<file path="config.mk">
export PLATFORM = sky130hd
export DESIGN_NAME = tfir_cell
export DESIGN_NICKNAME = d
export VERILOG_FILES = /design/src/design/tfir_pkg.sv /design/src/design/tfir_cell.sv
export SDC_FILE = /design/constraint.sdc
export NUM_CORES = 1
export LEC_CHECK = 0
export ABC_CLOCK_PERIOD_IN_PS = 6500
export BUFFER_PORTS_ARGS = -buffer_cell sky130_fd_sc_hd__buf_2
export CAP_MARGIN = 20
export CORE_MARGIN = 2
export CORE_UTILIZATION = 55
export DETAILED_ROUTE_END_ITERATION = 10
export PLACE_DENSITY = 0.77
export SKIP_CTS_REPAIR_TIMING = 1
export SYNTH_ARGS = -nofsm -noshare
export SYNTH_HDL_FRONTEND = slang
export SYNTH_SLANG_ARGS = --single-unit
</file>
<file path="constraint.sdc">
create_clock -name aclk -period 6.5 [get_ports aclk]
set_clock_uncertainty 0.05 [all_clocks]
set_input_delay 1.3 -clock aclk [delete_from_list [all_inputs] [get_ports aclk]]
set_output_delay 1.3 -clock aclk [all_outputs]
set_load 0.02 [all_outputs]
</file>
<file path="src/design/tfir_pkg.sv">
package tfir_pkg;

    localparam int MAX_ORDER_DEF   = 6;
    localparam int SAMPLE_BITS_DEF = 16;
    localparam int COEF_BITS       = 16;
    localparam int COEF_FRAC       = 15;
    localparam int ACC_BITS        = 40;
    localparam int ORDER_BITS      = 3;
    localparam int CFG_IDX_BITS    = 3;
    localparam int CFG_DATA_BITS   = 16;

    localparam logic [CFG_IDX_BITS-1:0] REG_FILTER_ORDER = 3'd0;
    localparam logic [CFG_IDX_BITS-1:0] REG_COEF_BASE    = 3'd1;

    typedef struct packed {
        logic load;
        logic update;
        logic active;
        logic tail;
    } cell_ctrl_t;

endpackage

</file>
<file path="src/design/tfir_cell.sv">
module tfir_cell #(
    parameter int SAMPLE_BITS = tfir_pkg::SAMPLE_BITS_DEF
) (
    input  logic                                 aclk,
    input  logic                                 aresetn,
    input  tfir_pkg::cell_ctrl_t                 ctrl,
    input  logic signed [tfir_pkg::COEF_BITS-1:0] coef,
    input  logic signed [SAMPLE_BITS-1:0]        sample,
    input  logic signed [tfir_pkg::ACC_BITS-1:0] sum_in,
    output logic signed [tfir_pkg::ACC_BITS-1:0] sum_out
);

    localparam int PROD_W = SAMPLE_BITS + tfir_pkg::COEF_BITS;
    localparam int AW     = tfir_pkg::ACC_BITS;

    logic signed [PROD_W-1:0] prod_reg;
    logic signed [AW-1:0]     sum_reg;
    logic signed [AW-1:0]     sum_next;

    always_ff @(posedge aclk) begin
        if (ctrl.load) begin
            prod_reg <= coef * sample;
        end
    end

    always_comb begin
        if (ctrl.active) begin
            sum_next = AW'(prod_reg) + (ctrl.tail ? sum_in : '0);
        end else begin
            sum_next = '0;
        end
    end

    always_ff @(posedge aclk) begin
        if (!aresetn) begin
            sum_reg <= '0;
        end else if (ctrl.update) begin
            sum_reg <= sum_next;
        end
    end

    assign sum_out = sum_reg;

endmodule

</file>
Yosys cells after proc, flatten, opt, wreduce, memory -nomap -nowiden
Index checks and enable logic that the tools add are counted.

cells by class
  add/sub/neg operators = 1
  multiply operators = 1
  multiplexer cells = 2

operators with widths
  operator                      count
  2-to-1 mux 40 bit             2
  adder 40 bit                  1
  multiplier 16 x 16 -> 32 bit  1

storage, ports and cells
  register bits after elaboration = 72
  input port bits = 78

Longest topological paths before layout
  depth after elaboration = 3
  mapped depth = 23

Worst setup path before layout
OpenSTA, ideal clock, no wires.

  path type = input port to flip-flop
  start point = input port sample[7]
  end point = register prod_reg[28] (data pin)
  setup time = 0.259 ns
  arrival time = 6.636 ns
  setup slack = -0.445 ns
  stages on the path = 22
  buffers on the path = 1
  cells stage by stage = clkbuf_1 -> nand2_1 -> fa_1 -> inv_1 -> fa_1 -> inv_1 -> fa_1 -> inv_1 -> fa_1 -> fa_1 -> inv_1 -> fa_1 -> inv_1 -> ha_1 -> inv_1 -> or4_1 -> nor2_1 -> a21oi_2 -> a31oi_1 -> a21bo_2 -> a21oi_1 -> xnor2_1

between the ends
  cells in the longest elaborated chain, start to end = 1

ends and longest elaborated chain
  what                          RTL line         source
  from (decl)                   tfir_cell.sv:8   input logic signed [SAMPLE_BITS-1:0] sample,
  multiplier 16 x 16 -> 32 bit  tfir_cell.sv:22  prod_reg <= coef * sample;
  to (signal assigned)          tfir_cell.sv:22
  to (decl)                     tfir_cell.sv:16  logic signed [PROD_W-1:0] prod_reg;

Every way passes these cells.
A chain may end at the register's enable or synchronous reset.

Worst setup path after layout
  start point = input port coef[13] (netlist bit)
  end point = register prod_reg[31] (data pin)

between the ends
  cells in the longest elaborated chain, start to end = 1

ends and longest elaborated chain
  what                          RTL line         source
  from (decl)                   tfir_cell.sv:7   input logic signed [tfir_pkg::COEF_BITS-1:0] coef,
  multiplier 16 x 16 -> 32 bit  tfir_cell.sv:22

Every way passes these cells.

==> results.md <==
* Worst-path fanout max at 6
* 1st-iter DRT viols at 720
* Non-Filler Instances at around 2,200
* Slew HR at 0.563
* EDFF count, synth at 32
* Initial antenna violation count at 0
* Sequential share of the synthesized area at 0.121
* Flops & latches, synth at 72
* Compound-Gate Fraction of Synth Area at 0.108
* DR WL/cell at between 15 and 20 um
* Post-Syn Area at approximately 15,000 um2
* Critical path arrival at 6.47 ns
* Syn Inst Count at about 1,600
* Synthesized Nets at around 2,100
* Critical path class: input port to register
* Post-DP HPWL at slightly below 30,000 um
* Crit-path leading delay family: adder cells
* Post-Synth Simple-Gate Area at 0.167
* Sink Count at just over 70
* Area added between synthesis and finish at 20.0%
* Post-synthesis mux area share at 0.00138
* Port bufs at 117
* DRT Wirelength at about 35,000 um
* Vias per cell at between 5 and 6
* Hold slack at 0.393 ns
* Worst setup EP type: register
* Die span in x at 166 um
* Setup violators final at 0
* Dpl ws at -0.459 ns
* Clock-pin slew on the worst setup and hold paths at 0.05 ns
* MaxCap Viol Count at 0
* Most used cell, CP: fa_1
* R2r worst-path depth at 11
* Grt total ovfl at 0
* Final clock period utilization by the worst path at 0.990
* Unrepaired setup endpoints after global routing: true
* CP startpoint kind: input port
* Slowest cell on the critical path: or4_4
* Layout cells sized above 1 at 0.217
* Hold WC Path Type: register to register
* Post-route ant nets at 0
* Post-synth cell types at between 50 and 60
* Core Box Area at between 20,000 and 30,000 um2
* Die Y at around 170 um
* Post-Place Cells at between 2,000 and 2,500
* Yosys warning count at 0
* First-pass detailed-route iteration total at 5
* Final slew viol count at 0
* Post-synthesis adder-cell area fraction at 0.467
* Fin util at 0.670
* Max reg flops at 40
* Final nets at 2,286
* WP buf/inv at 5
* H-tree depth at 3
* Row count at 59
* Vias in the first global route at ~12,000
* Via Count at around 12,000
* Main combinational cell family by area after synthesis: adder cells
* First-pass GRT wire length at 57,300 um
* Cell count along the critical path at 20
* TritonCTS Buffers at 9
* Final Hold Vio Count at 0
* Final Critical Period at roughly 6.4 ns
* Worst-Margin Slew at about 0.65 ns
* Clock latency on the worst-skew pair at 0.34 ns
* Initial Util at 0.558
* Hold Crit Depth at 2
* GPL Wtd Cong at just over 0.9
* Die Area at ~28,000 um2
* Number of I/O pins at about 120
* Max incr delay on CP at approximately 0.57 ns
* Largest net degree at the start of global routing at 41
* Avg Inst Size Synth at ~9.1 um2
* CTS tree: built
* GR Util All Layers at 0.250
* Required time worst endpoint at roughly 6.5 ns
* Root Driver: clkbuf_16
* CTS max path bufs at 2
* Xor-xnor portion of the synthesized cell area at 0.0423
* DRC Markers at 0
* Outcome: complete, no violations
* Critical-path cell list: buf_4, and2_4, fa_1, inv_2, fa_1, fa_1, inv_1, fa_1, fa_1, inv_1, fa_1, inv_2, ha_4, nand2_1, or4_4, o21ai_4, a211oi_2, o31ai_1, a21oi_1, xnor2_1
* Asr flop ratio synth at 0
* Max Clk Rate at approximately 160 MHz
* N_diodes at 0
* Final setup margin at 0.0627 ns
* Main synth FF type: dfxtp_1
[tightest hold or removal path: cells and delay by family (launching register included)]
kind	cells	cell delay, ns
AO/OA/AOI/OAI	1	0.05
flip-flops	1	0.30
AND/OR/NAND/NOR	1	0.05
[cells by family (layout without fill, tap and decap cells)]
| group | after synthesis | count (layout) |
|---|---|---|
| AOI/OAI and AO/OA | 238 | 238 |
| and+or+nand+nor | 470 | 470 |
| buffers and inverters | 360 | 592 |
| DFF | 72 | 72 |
| xor gates and xnor gates | 70 | 70 |
| adders and majority gates | 384 | 384 |
| muxes | 2 | 2 |
[worst paths after layout]
path	startpoint	slack [ns]	end
max	coef[13]	0.06	prod_reg[31]
min	sum_out[31]	0.39	sum_out[31]
max reg2reg	prod_reg[0]	3.47	sum_out[28]
min reg2reg	sum_out[31]	0.39	sum_out[31]
[Yosys cell counts, drive strengths merged (4+ instances only)]
master | n | area (um2)
a211oi | 9 | 67.6
a21boi | 8 | 60.1
a21o | 29 | 218
a21oi | 74 | 382
a31oi | 9 | 71.3
and2 | 186 | 1160
and3 | 8 | 50.1
and4 | 5 | 46.3
clkbuf | 50 | 188
dfxtp | 40 | 801
edfxtp | 32 | 961
fa | 263 | 5270
ha | 121 | 1510
inv | 309 | 1160
nand2 | 167 | 627
nand2b | 15 | 93.8
nand3 | 15 | 85.1
nor2 | 43 | 164
nor2b | 6 | 37.5
nor3 | 9 | 45.0
o211ai | 10 | 85.1
o21a | 7 | 52.6
o21ai | 45 | 225
o21bai | 12 | 90.1
o22ai | 17 | 106
o31ai | 4 | 35.0
xnor2 | 42 | 368
xor2 | 28 | 245
[layout make-up]
| type | count | area (um2) |
|---|---|---|
| clock buffer | 14 | 307 |
| sequential | 72 | 1760 |
| tap | 335 | 419 |
| multi-input combinational | 1164 | 11800 |
| fill | 1991 | 8580 |
| clock inverter | 1 | 5.00 |
| inverter | 309 | 1160 |
| timing repair buffer | 268 | 1980 |
[through the flow]
step	TNS [ns]	area [um2]
floorplan	-0.0869	14800
global placement	-3.11	16500
detailed placement	-4.71	16500
CTS	-0.406	16800
global route	-0.381	17400
finish	0	17400
[metal layers]
metal | vias to the layer above | global-route usage | wire [um] | part of all wire
li1 | 5446 | - | - | -
met1 | 5643 | 0.347 | 15700 | 0.45
met2 | 384 | 0.423 | 16600 | 0.47
met3 | 56 | 0.0316 | 2000 | 0.057
met4 | 0 | 0.0596 | 648 | 0.019
met5 | - | 0 | 0 | 0
[layout by cell type (no fill, tap or decap), types with 8 or more instances in the layout]
cell and n:
inv_1 291, fa_1 246, and2_1 167, nand2_1 161
buf_4 141, ha_1 110, buf_2 93, a21oi_1 63
xnor2_1 42, dfxtp_1 40, nor2_1 38, edfxtp_1 32
o21ai_0 31, a21o_1 29, xor2_1 28, buf_6 21
and2_4 18, inv_2 18, o22ai_1 17, fa_2 17
nand2b_1 14, clkbuf_16 13, o21bai_1 12, nand3_1 12
o21ai_1 11, a21oi_2 10, ha_4 10, nor3_1 9
o211ai_1 8, a211oi_1 8
Power is left out: the tool's default activity adds up to more than one toggle a clock period on the data nets, which glitch-free logic cannot reach.
