**src/design/tfir_pkg.sv**
```systemverilog
package tfir_pkg;

    localparam int MAX_ORDER_DEF   = 6;
    localparam int SAMPLE_BITS_DEF = 16;
    localparam int COEF_BITS       = 16;
    localparam int COEF_FRAC       = 15;
    localparam int ACC_BITS        = 40;
    localparam int ORDER_BITS      = 3;
    localparam int CFG_IDX_BITS    = 3;
    localparam int CFG_DATA_BITS   = 16;

    localparam logic [CFG_IDX_BITS-1:0] REG_FILTER_ORDER = 3'd0;
    localparam logic [CFG_IDX_BITS-1:0] REG_COEF_BASE    = 3'd1;

    typedef struct packed {
        logic load;
        logic update;
        logic active;
        logic tail;
    } cell_ctrl_t;

endpackage

```
**src/design/tfir_out.sv**
```systemverilog
module tfir_out #(
    parameter int SAMPLE_BITS = tfir_pkg::SAMPLE_BITS_DEF
) (
    input  logic                                 aclk,
    input  logic                                 aresetn,
    input  logic                                 in_valid,
    output logic                                 in_ready,
    input  logic signed [tfir_pkg::ACC_BITS-1:0] acc,
    input  logic                                 frame_end,
    output logic                                 m_valid,
    input  logic                                 m_ready,
    output logic signed [SAMPLE_BITS-1:0]        m_sample_out,
    output logic                                 m_clipped,
    output logic                                 m_frame_end_out
);

    localparam int AW = tfir_pkg::ACC_BITS;
    localparam int FR = tfir_pkg::COEF_FRAC;
    localparam int RW = AW + 1 - FR;
    localparam logic signed [RW-1:0] MAXV = RW'((64'sd1 <<< (SAMPLE_BITS - 1)) - 64'sd1);
    localparam logic signed [RW-1:0] MINV = RW'(-(64'sd1 <<< (SAMPLE_BITS - 1)));

    logic                          valid_reg;
    logic signed [SAMPLE_BITS-1:0] sample_reg;
    logic                          clip_reg;
    logic                          frame_reg;
    logic signed [AW:0]            biased;
    logic signed [RW-1:0]          rounded;
    logic signed [SAMPLE_BITS-1:0] sample_next;
    logic                          clip_next;

    assign in_ready = !valid_reg || m_ready;

    always_comb begin
        biased  = (AW+1)'(acc) + (AW+1)'(64'sd1 <<< (FR - 1));
        rounded = RW'(biased >>> FR);
        if (rounded > MAXV) begin
            sample_next = SAMPLE_BITS'(MAXV);
            clip_next   = 1'b1;
        end else if (rounded < MINV) begin
            sample_next = SAMPLE_BITS'(MINV);
            clip_next   = 1'b1;
        end else begin
            sample_next = rounded[SAMPLE_BITS-1:0];
            clip_next   = 1'b0;
        end
    end

    always_ff @(posedge aclk) begin
        if (!aresetn) begin
            valid_reg <= 1'b0;
        end else if (in_ready) begin
            valid_reg <= in_valid;
        end
    end

    always_ff @(posedge aclk) begin
        if (in_valid && in_ready) begin
            sample_reg <= sample_next;
            clip_reg   <= clip_next;
            frame_reg  <= frame_end;
        end
    end

    assign m_valid         = valid_reg;
    assign m_sample_out    = sample_reg;
    assign m_clipped       = clip_reg;
    assign m_frame_end_out = frame_reg;

endmodule

```
**config.mk**
```make
export PLATFORM = sky130hd
export DESIGN_NAME = tfir_out
export DESIGN_NICKNAME = d
export VERILOG_FILES = /design/src/design/tfir_pkg.sv /design/src/design/tfir_out.sv
export SDC_FILE = /design/constraint.sdc
export NUM_CORES = 1
export LEC_CHECK = 0
export BUFFER_PORTS_ARGS = -buffer_cell sky130_fd_sc_hd__buf_2
export CORE_MARGIN = 1
export CORE_UTILIZATION = 39
export DETAILED_ROUTE_END_ITERATION = 7
export PLACE_DENSITY = 0.84
export SYNTH_ARGS = -nofsm -noshare
export SYNTH_HDL_FRONTEND = slang
export SYNTH_SLANG_ARGS = --single-unit
```
**constraint.sdc**
```tcl
create_clock -name aclk -period 2.8 [get_ports aclk]
set_input_delay 0.28 -clock aclk [delete_from_list [all_inputs] [get_ports aclk]]
set_output_delay 0.28 -clock aclk [all_outputs]
set_load 0.1 [all_outputs]
```
After elaboration in Yosys (flattened, before gate mapping)

Cells that the tools add are included.

Memories: 0
ROM bits: 0
Output and inout bits: 20
Logic and storage cells: 12
Latch bits: 0
Memory bits (writable): 0
Input port bits: 45
Flip-flop bits (word level): 19

Shift operators: 0
Multipliers: 0
Multiplexer cells: 2
Add/subtract/negate cells: 1
Bitwise logic cells: 0
Reductions and logical operators: 3
Div/mod/pow operators: 0
Order comparisons: 2
Equal/unequal tests: 0

Operators by type and width:

| kind                     | count |
|---|---|
| $add A40 B16 Y41 const B | 1 |
| $gt A26 B16 Y1 const B   | 1 |
| $lt A26 B16 Y1 const B   | 1 |
| $mux W16                 | 1 |
| $logic_and A1 B1 Y1      | 1 |
| $logic_not A1 Y1         | 1 |
| $logic_or A1 B1 Y1       | 1 |
| $mux W1                  | 1 |

Depth between registers and ports, before layout

Gate-level depths: netlist of run 1.

Depth in word-level cells: 3
Mapped depth: 9
Mapped depth without buffers: 8

Least setup slack after synthesis of run 1

OpenSTA, ideal clock, no wires.

Path kind: register -> register
Start point: reg valid_reg (netlist: m_valid)
End point: reg clip_reg (netlist: m_clipped) (enable)
Arrival: 2398 ps
Data required time: 2470 ps
Buffers on the path: 0
Path slack: 72 ps
Period minus slack after synthesis: 2728 ps
Stages on the path, launching flop included: 3
Setup time: 330 ps
Cell sequence: dfxtp_1 -> nand2b_1 -> and2_1

Longest elaborated chain between the ends: 3

RTL lines:

| element                | line           | source |
|---|---|---|
| from (decl)            | tfir_out.sv:23 | `logic valid_reg;` |
| from (signal assigned) | tfir_out.sv:53 | `valid_reg <= in_valid;` |
| $logic_not A1 Y1       | tfir_out.sv:32 | `assign in_ready = !valid_reg \|\| m_ready;` |
| $logic_or A1 B1 Y1     | tfir_out.sv:32 |  |
| net in_ready           | tfir_out.sv:7  | `output logic in_ready,` |
| $logic_and A1 B1 Y1    | tfir_out.sv:58 | `if (in_valid && in_ready) begin` |
| to (signal assigned)   | tfir_out.sv:60 | `clip_reg <= clip_next;` |
| to (decl)              | tfir_out.sv:25 | `logic clip_reg;` |

The timed path passes the listed nets, and every way through them passes these cells.
A chain may end at the register's enable or synchronous reset.

Worst setup path after layout of run 1

Start point: in acc[27] (netlist bit)
End point: reg sample_reg[7] (netlist: m_sample_out[7]), data pin

Longest elaborated chain between the ends: 3
Elaborated cells between the ends (all ways): 4
Classes of those cells: add/sub: 1; order compare: 2; mux: 1

RTL lines:

| element              | line           | source |
|---|---|---|
| from (decl)          | tfir_out.sv:8  | `input logic signed [tfir_pkg::ACC_BITS-1:0] acc,` |
| $add A40 B16 Y41 (*) | tfir_out.sv:35 | `biased = (AW+1)'(acc) + (AW+1)'(64'sd1 <<< (FR - 1));` |
| $lt A26 B16 Y1       | tfir_out.sv:40 | `end else if (rounded < MINV) begin` |
| $mux W16             | tfir_out.sv:40 |  |
| to (signal assigned) | tfir_out.sv:59 | `sample_reg <= sample_next;` |
| to (decl)            | tfir_out.sv:24 | `logic signed [SAMPLE_BITS-1:0] sample_reg;` |

Every way passes the cells marked *; elsewhere a longest branch is shown, timed or not.

==> flow_summary.toml, run 1 <==
[critical_path]
path_class = "in -> reg"
reg2reg_depth = 2
crit_path_end_kind = "register"
start_kind = "input port"
reg2reg_slack_ns = 1.42
r2r-start = "m_valid"
critPathMaxFanout = 15
cp-startpoint = "acc[27]"
crit_arrival_ns = 2.59
r2r-end = "m_clipped"
critical_path_required_ns = 2.80

[placed_design]
dp.cells = 237
port_buffers = 50
gp_congestion = 0.8526
dp_slack_ns = -0.1591
dpl_cell_area_mm2 = 0.001718
dpl.hpwl_um = 2243

[timing]
finalSetupViolCount = 0
timing.final.ws_setup_ns = 0.2140
whs_ns = 0.1758
slew_violations = 0
max_freq_ghz = 0.3867
fin_crit_ns = 2.586
finClkSkew_ns = 0.006988
hold_viol = 0
tns_ns = 0
worst_pin_slew_ns = 0.7229
relSlewSlack = 0.5181
rsz0062_at_grt = "no"
period_share = 0.9236

[floorplan]
die_area_mm2 = 0.003555
row_count = 20
core_mm2 = 0.003103
die_y_um = 59.63
pin_count = 65
die_w_um = 59.63
initial_core_util = 0.4173

[synth]
avgSynthCellArea_um2 = 10.12
ys.flop_type = "edfxtp_1"
synth_area_leaders = "edfxtp_1, xnor2_1, xor2_1"
yosysTopAreaCell = "edfxtp_1"
synth_async_sr_flop_share = 0
yosysWarnings = 0
yosys_register_bits = 19
synth_edf_count = 18
syn_area_mm2 = 0.001295
yosysTopAreaCellShare = 0.4174
synth_commonest_cells = "edfxtp_1, o21ai_0, xnor2_1"
syn_inst = 128
synth_nets = 174
synth.distinct_cells = 35
synth.most_common_cell = "edfxtp_1"
ys_seq_area_frac = 0.4329

[cells_and_area]
drive_above_1_share = 0.4112
area.growth.synth_to_final_pct = 35.17
utilization = 0.5641
diodes = 0
nNetsFinal = 244
stdcell_area_mm2 = 0.001750
instances_no_fill = 241

[cts]
cts_buffers = 3
postCtsSetupBuffers = 0
ctsResizeCount = 0
ctsRootBufferMaster = "clkbuf_4"
clk_pin_slew_ns = 0.09
cts_max_path_buffers = 2
clock_latency_ns = 0.28
htreeDepth = 1
cts_tree = "yes"
clock-sinks = 19
postCtsHoldBufs = 0

[routing]
drcViolationCount = 0
drtAntennaViolNets = 0
vias = 1213
post_drt_wl_per_cell_um = 11.19
drt_iter0_markers = 38
first_pass_iters = 4
drt-total-wl_um = 2697
via_per_inst = 5.033

[global_route]
grt_util_met2 = 0.3034
use_met1 = 0.2178
grt_busiest_layer = "met2"
grt_max_degree = 19
antenna_found_initial = 0
globalRoute.totalOverflow = 0
grt_pass1_wl_um = 4609
use_met3 = 0.01528
grt_pass1_vias = 1105
track_usage = 0.1729

[power]
leakage_nw = 0.6637
vdd_drop_max_mv = 0.1718
power.density_mw_per_mm2 = 412.9
total_power_mw = 0.7228

[min_path]
hold_path_depth = 1
min_from = "frame_end"
holdPathEnd = "m_frame_end_out"
min_path_type = "in -> reg"

[job]
max_cap_violations = 0

[outcome]
status = "completed"
-- logic make-up after synthesis --
kind of cell    count (synthesis)  share of synthesized area
flops                          19                     0.4329
xor+xnor                       20                     0.1353
fa+ha+maj                       1                   0.009660
compound gates                 27                     0.1353
simple gates                   52                     0.2444
mux                             1                   0.007730
buf+inv                         8                    0.03478
-- power by group --
part | switching (mW) | internal, mW | total, mW | leakage [nW]
registers | 0.00351 | 0.332 | 0.336 | 0.177
clock network | 0.0735 | 0.0552 | 0.129 | 0.0150
logic | 0.194 | 0.0643 | 0.258 | 0.472
total | 0.271 | 0.452 | 0.723 | 0.664
-- cell usage in the layout (no fill, tap or decap), types with 7 or more instances in the layout --
cell type and instances:
buf_2 50, buf_4 16, edfxtp_1 18, nand2_1 8, nand3_1 7, nor2_1 9
o21ai_0 13, xnor2_1 12, xor2_1 8
-- cell type report --
type | instances | area, µm²
clock buffer | 4 | 26.28
fill | 295 | 1353
inverter | 6 | 22.52
multi-input combinational | 101 | 695.7
sequential | 19 | 560.5
tap | 44 | 55.05
timing repair buffer | 67 | 390.4
-- how the worst max path moves through the flow --
stage                      endpoint  slack [ns]  cells after the start
floorplan                 m_clipped        0.07                      2
global route        m_sample_out[7]        0.09                      9
global placement    m_sample_out[7]       -0.09                      9
CTS                 m_sample_out[7]        0.14                      9
detailed placement  m_sample_out[7]       -0.16                      9
finish              m_sample_out[7]        0.21                      9
-- worst max-delay path, stage by stage --
cell and delay (ns):
buf_2 0.09, nand4_1 0.15, or4_4 0.58, nor3_1 0.24, xor2_1 0.12, or4b_4 0.54
o31ai_4 0.30, buf_12 0.17, o21ai_0 0.11
-- metal layers --
layer / vias up / wire, µm
met5: - / 0
met4: 0 / 45
met3: 4 / 156
met2: 54 / 1267
met1: 537 / 1228
li1: 618 / -
-- state kept, by name (all words and copies together) (netlist names) --
register	count
m_valid	1
m_clipped	1
m_frame_end_out	1
m_sample_out	16
Power figures use the tool's default switching activity.
==> inputs of run 2 (changes only) <==
==> constraint.sdc (replaced) <==
create_clock -name aclk -period 2.25 [get_ports aclk]
set_input_delay 0.225 -clock aclk [delete_from_list [all_inputs] [get_ports aclk]]
set_output_delay 0.225 -clock aclk [all_outputs]
set_load 0.05 [all_outputs]
==> run 2 against run 1 <==
Critical path depth is the same. Flip-flop and latch count stayed put. Routed wire length increased by 13%. Clock skew down 0.0062 ns. Final cell count rose by 6.6%. Critical path type unchanged.
==> flow_summary.toml, run 2 (synthesized netlist as in run 1, its figures left out) <==
[timing]
worst_pin_slew_ns = 0.3439
hold_viol = 0
period_share = 0.9982
max_freq_ghz = 0.4453
finClkSkew_ns = 0.0008033
slew_violations = 0
fin_crit_ns = 2.246
finalSetupViolCount = 0
rsz0062_at_grt = "yes"
relSlewSlack = 0.7686
whs_ns = 0.1055

[critical_path]
critical_path_buf_inv_count = 2
reg2reg_slack_ns = 1.15
critical_path_required_ns = 2.29
path_delay_family = "simple AND/OR/NAND/NOR gates"
crit_arrival_ns = 2.29
start_kind = "input port"
critPathMaxFanout = 16
crit_path_end_kind = "register"
crit_slowest_cell = "or4_4"
cpPeakStageDelay_ns = 0.58
crit_chain = "buf_2, nand4_1, or4_4, nor2_4, xnor2_1, or4b_4, o31ai_4, buf_12, o21ai_0"
path_class = "in -> reg"

[cts]
ctsRootBufferMaster = "clkbuf_4"
clock-sinks = 19
clk_pin_slew_ns = 0.10
cts_tree = "yes"
htreeDepth = 1
cts_buffers = 3
cts_max_path_buffers = 2
clock_latency_ns = 0.29

[floorplan]
initial_core_util = 0.4173
pin_count = 65
die_area_mm2 = 0.003555
die_y_um = 59.63
row_count = 20
die_w_um = 59.63
core_mm2 = 0.003103

[power]
pwr-share-seq = 0.491
leakage_nw = 0.7385
vdd_drop_max_mv = 0.1430
p_sw_frac = 0.3174
clkPwrFrac = 0.194
p_sw_mw = 0.2695
cell_internal_pwr_mw = 0.5794
power.share.combinational = 0.315
power.density_mw_per_mm2 = 450.2
total_power_mw = 0.8488

[global_route]
antenna_found_initial = 0
globalRoute.totalOverflow = 0
track_usage = 0.1848
grt_pass1_wl_um = 4912
grt_max_degree = 19
grt_pass1_vias = 1244

[routing]
post_drt_wl_per_cell_um = 11.81
first_pass_iters = 4
drt_iter0_markers = 35
drt-total-wl_um = 3035
drtAntennaViolNets = 0
via_per_inst = 5.086
drcViolationCount = 0
vias = 1307

[cells_and_area]
area.growth.synth_to_final_pct = 45.60
drive_above_1_share = 0.4601
diodes = 0
nNetsFinal = 260
instances_no_fill = 257
final_common_cell = "buf_2"
largest_reg_flops = 16
utilization = 0.6077
layout_common_cells = "buf_2, buf_4, edfxtp_1, xnor2_1, o21ai_1"

[job]
max_cap_violations = 0

[placed_design]
dp.cells = 253
gp_congestion = 0.7965
port_buffers = 50
dpl.hpwl_um = 2485

[outcome]
status = "completed"

[min_path]
min_path_type = "in -> reg"
## run 2: cell type report
class	instances	area [µm²]
inverter	6	22.52
multi-input combinational	101	710.7
sequential	19	560.5
timing repair buffer	83	510.5
tap	44	55.05
clock buffer	4	26.28
fill	274	1217
## run 2: power groups by stage
stage               logic [mW]  registers (mW)  clock network (mW)
finish                   0.268           0.417               0.164
detailed placement       0.266           0.425                   0
floorplan               0.0722           0.501                   0
CTS                      0.267           0.417               0.168
global placement         0.260           0.425                   0
global route             0.286           0.420               0.181
## run 2: path summary, 6_finish.rpt
path,startpoint,endpoint,depth (start not counted)
worst min-delay path,frame_end,m_frame_end_out,1
worst min register to register,m_valid,m_valid,2
worst max-delay path,acc[29],m_clipped,9
worst max register to register,m_valid,m_clipped,3
## run 2: metrics by stage
stage / worst slack [ns] / instance area, µm² / TNS (ns)
finish: 0.004127 / 1886 / 0
global route: -0.06569 / 1886 / -0.5354
CTS: 0.01513 / 1881 / 0
detailed placement: -0.2982 / 1854 / -4.191
global placement: -0.2188 / 1854 / -3.274
floorplan: -0.09646 / 1311 / -1.069
## run 2: repair_timing
action	4_1_cts	5_1_grt
hold endpoints to repair	0	0
hold buffers	0	0
buffers inserted	0	0
setup endpoints to repair	0	15
gates resized for setup	0	1
## run 2: metal layers
layer,global-route usage,wire length [µm],vias up
met5,0,0,-
met4,0.09302,37,0
met3,0.01310,135,4
met2,0.3531,1542,44
met1,0.2024,1320,608
li1,-,-,651
==> inputs of run 3 (changes only) <==
RECOVER_POWER = 100   (was unset)
==> run 3 against run 2 <==
Die area is the same. Routed wire length grew 0.92%. Cell area shrank 1.5%. Critical endpoint unchanged. Critical path depth is the same. Non-clock buffer count is the same. Worst setup slack gained 0.0042 ns. Sequential share of layout area grew 0.46 points. Maximum frequency grew 0.19%.
==> flow_summary.toml, run 3 (synthesized netlist as in run 1, its figures left out) <==
[outcome]
status = "completed"

[cts]
cts_max_path_buffers = 2
cts_tree = "yes"
clock-sinks = 19
clock_latency_ns = 0.29
cts_buffers = 3
ctsResizeCount = 0
postCtsSetupBuffers = 0
ctsRootBufferMaster = "clkbuf_4"
htreeDepth = 1
postCtsHoldBufs = 0
clk_pin_slew_ns = 0.10

[critical_path]
start_kind = "input port"
crit_path_end_kind = "register"
critical_path_buf_inv_count = 2
crit_slowest_cell = "or4_4"
cpPeakStageDelay_ns = 0.58
critPathMaxFanout = 16
path_delay_family = "simple AND/OR/NAND/NOR gates"
crit_chain = "buf_2, nand4_1, or4_4, nor2_4, xnor2_1, or4b_4, o31ai_4, buf_12, o21ai_0"
crit_arrival_ns = 2.28
critical_path_required_ns = 2.29
path_class = "in -> reg"

[timing]
timing.final.ws_setup_ns = 0.008341
worst_pin_slew_ns = 0.9226
fin_crit_ns = 2.242
period_share = 0.9963
finClkSkew_ns = 0.0008431
hold_viol = 0
rsz0062_at_grt = "yes"
max_freq_ghz = 0.4461
finalSetupViolCount = 0
slew_violations = 0
relSlewSlack = 0.3850

[global_route]
grt_pass1_wl_um = 4912
globalRoute.totalOverflow = 0
antenna_found_initial = 0
grt_pass1_vias = 1244
grt_max_degree = 19
track_usage = 0.1848

[placed_design]
gp_congestion = 0.7965
dpl.hpwl_um = 2485
dp_slack_ns = -0.2982
port_buffers = 50
dpl_cell_area_mm2 = 0.001854

[power]
power.density_mw_per_mm2 = 454.7
leakage_nw = 0.6837
vdd_drop_max_mv = 0.1431
total_power_mw = 0.8442

[floorplan]
pin_count = 65
initial_core_util = 0.4173
die_y_um = 59.63
row_count = 20
core_mm2 = 0.003103
die_w_um = 59.63
die_area_mm2 = 0.003555

[routing]
via_per_inst = 5.082
drtAntennaViolNets = 0
vias = 1306
first_pass_iters = 4
drt_iter0_markers = 34
post_drt_wl_per_cell_um = 11.92
drt-total-wl_um = 3063
drcViolationCount = 0

[min_path]
min_path_type = "in -> reg"

[cells_and_area]
area.growth.synth_to_final_pct = 43.38
diodes = 0
utilization = 0.5984
final_common_cell = "buf_4"
stdcell_area_mm2 = 0.001857
layout_common_cells = "buf_4, buf_2, clkbuf_1, edfxtp_1, xnor2_1"
nNetsFinal = 260
drive_above_1_share = 0.3615
largest_reg_flops = 16

[job]
max_cap_violations = 0
run 3: per-stage QoR:
stage / hold slack, ns / setup TNS, ns / std cells
detailed placement: 0.4038 / -4.191 / 253
global route: 0.09523 / -0.5354 / 257
CTS: 0.09906 / 0 / 257
global placement: 0.4040 / -3.274 / 253
finish: 0.1042 / 0 / 257
floorplan: 0.3239 / -1.069 / 128
run 3: path summary, 6_finish.rpt:
check            start              end  slack [ns]  cells after the start
max            acc[29]        m_clipped       0.008                      9
min          frame_end  m_frame_end_out        0.10                      1
max reg2reg    m_valid        m_clipped        0.64                      3
min reg2reg    m_valid          m_valid        0.54                      2
run 3: routing by layer:
layer / up-vias / wire, µm / global-route usage
li1: 652 / - / -
met1: 605 / 1340 / 0.2024
met2: 45 / 1534 / 0.3531
met3: 4 / 152 / 0.01310
met4: 0 / 36 / 0.09302
met5: - / 0 / 0
run 3: where the power goes:
group / total, mW / switching (mW) / leakage [nW] / internal (mW)
combinational: 0.261 / 0.170 / 0.492 / 0.0904
clock: 0.165 / 0.0966 / 0.0150 / 0.0689
sequential: 0.418 / 0.00475 / 0.177 / 0.413
total: 0.844 / 0.271 / 0.684 / 0.573
run 3: final cells by class:
cell class              instances  area, µm²
multi-input cells             101      710.7
flip-flops and latches         19      560.5
well taps                      44      55.05
inverters                       6      22.52
clock buffers                   4      26.28
fillers                       289       1246
repair buffers                 83      481.7
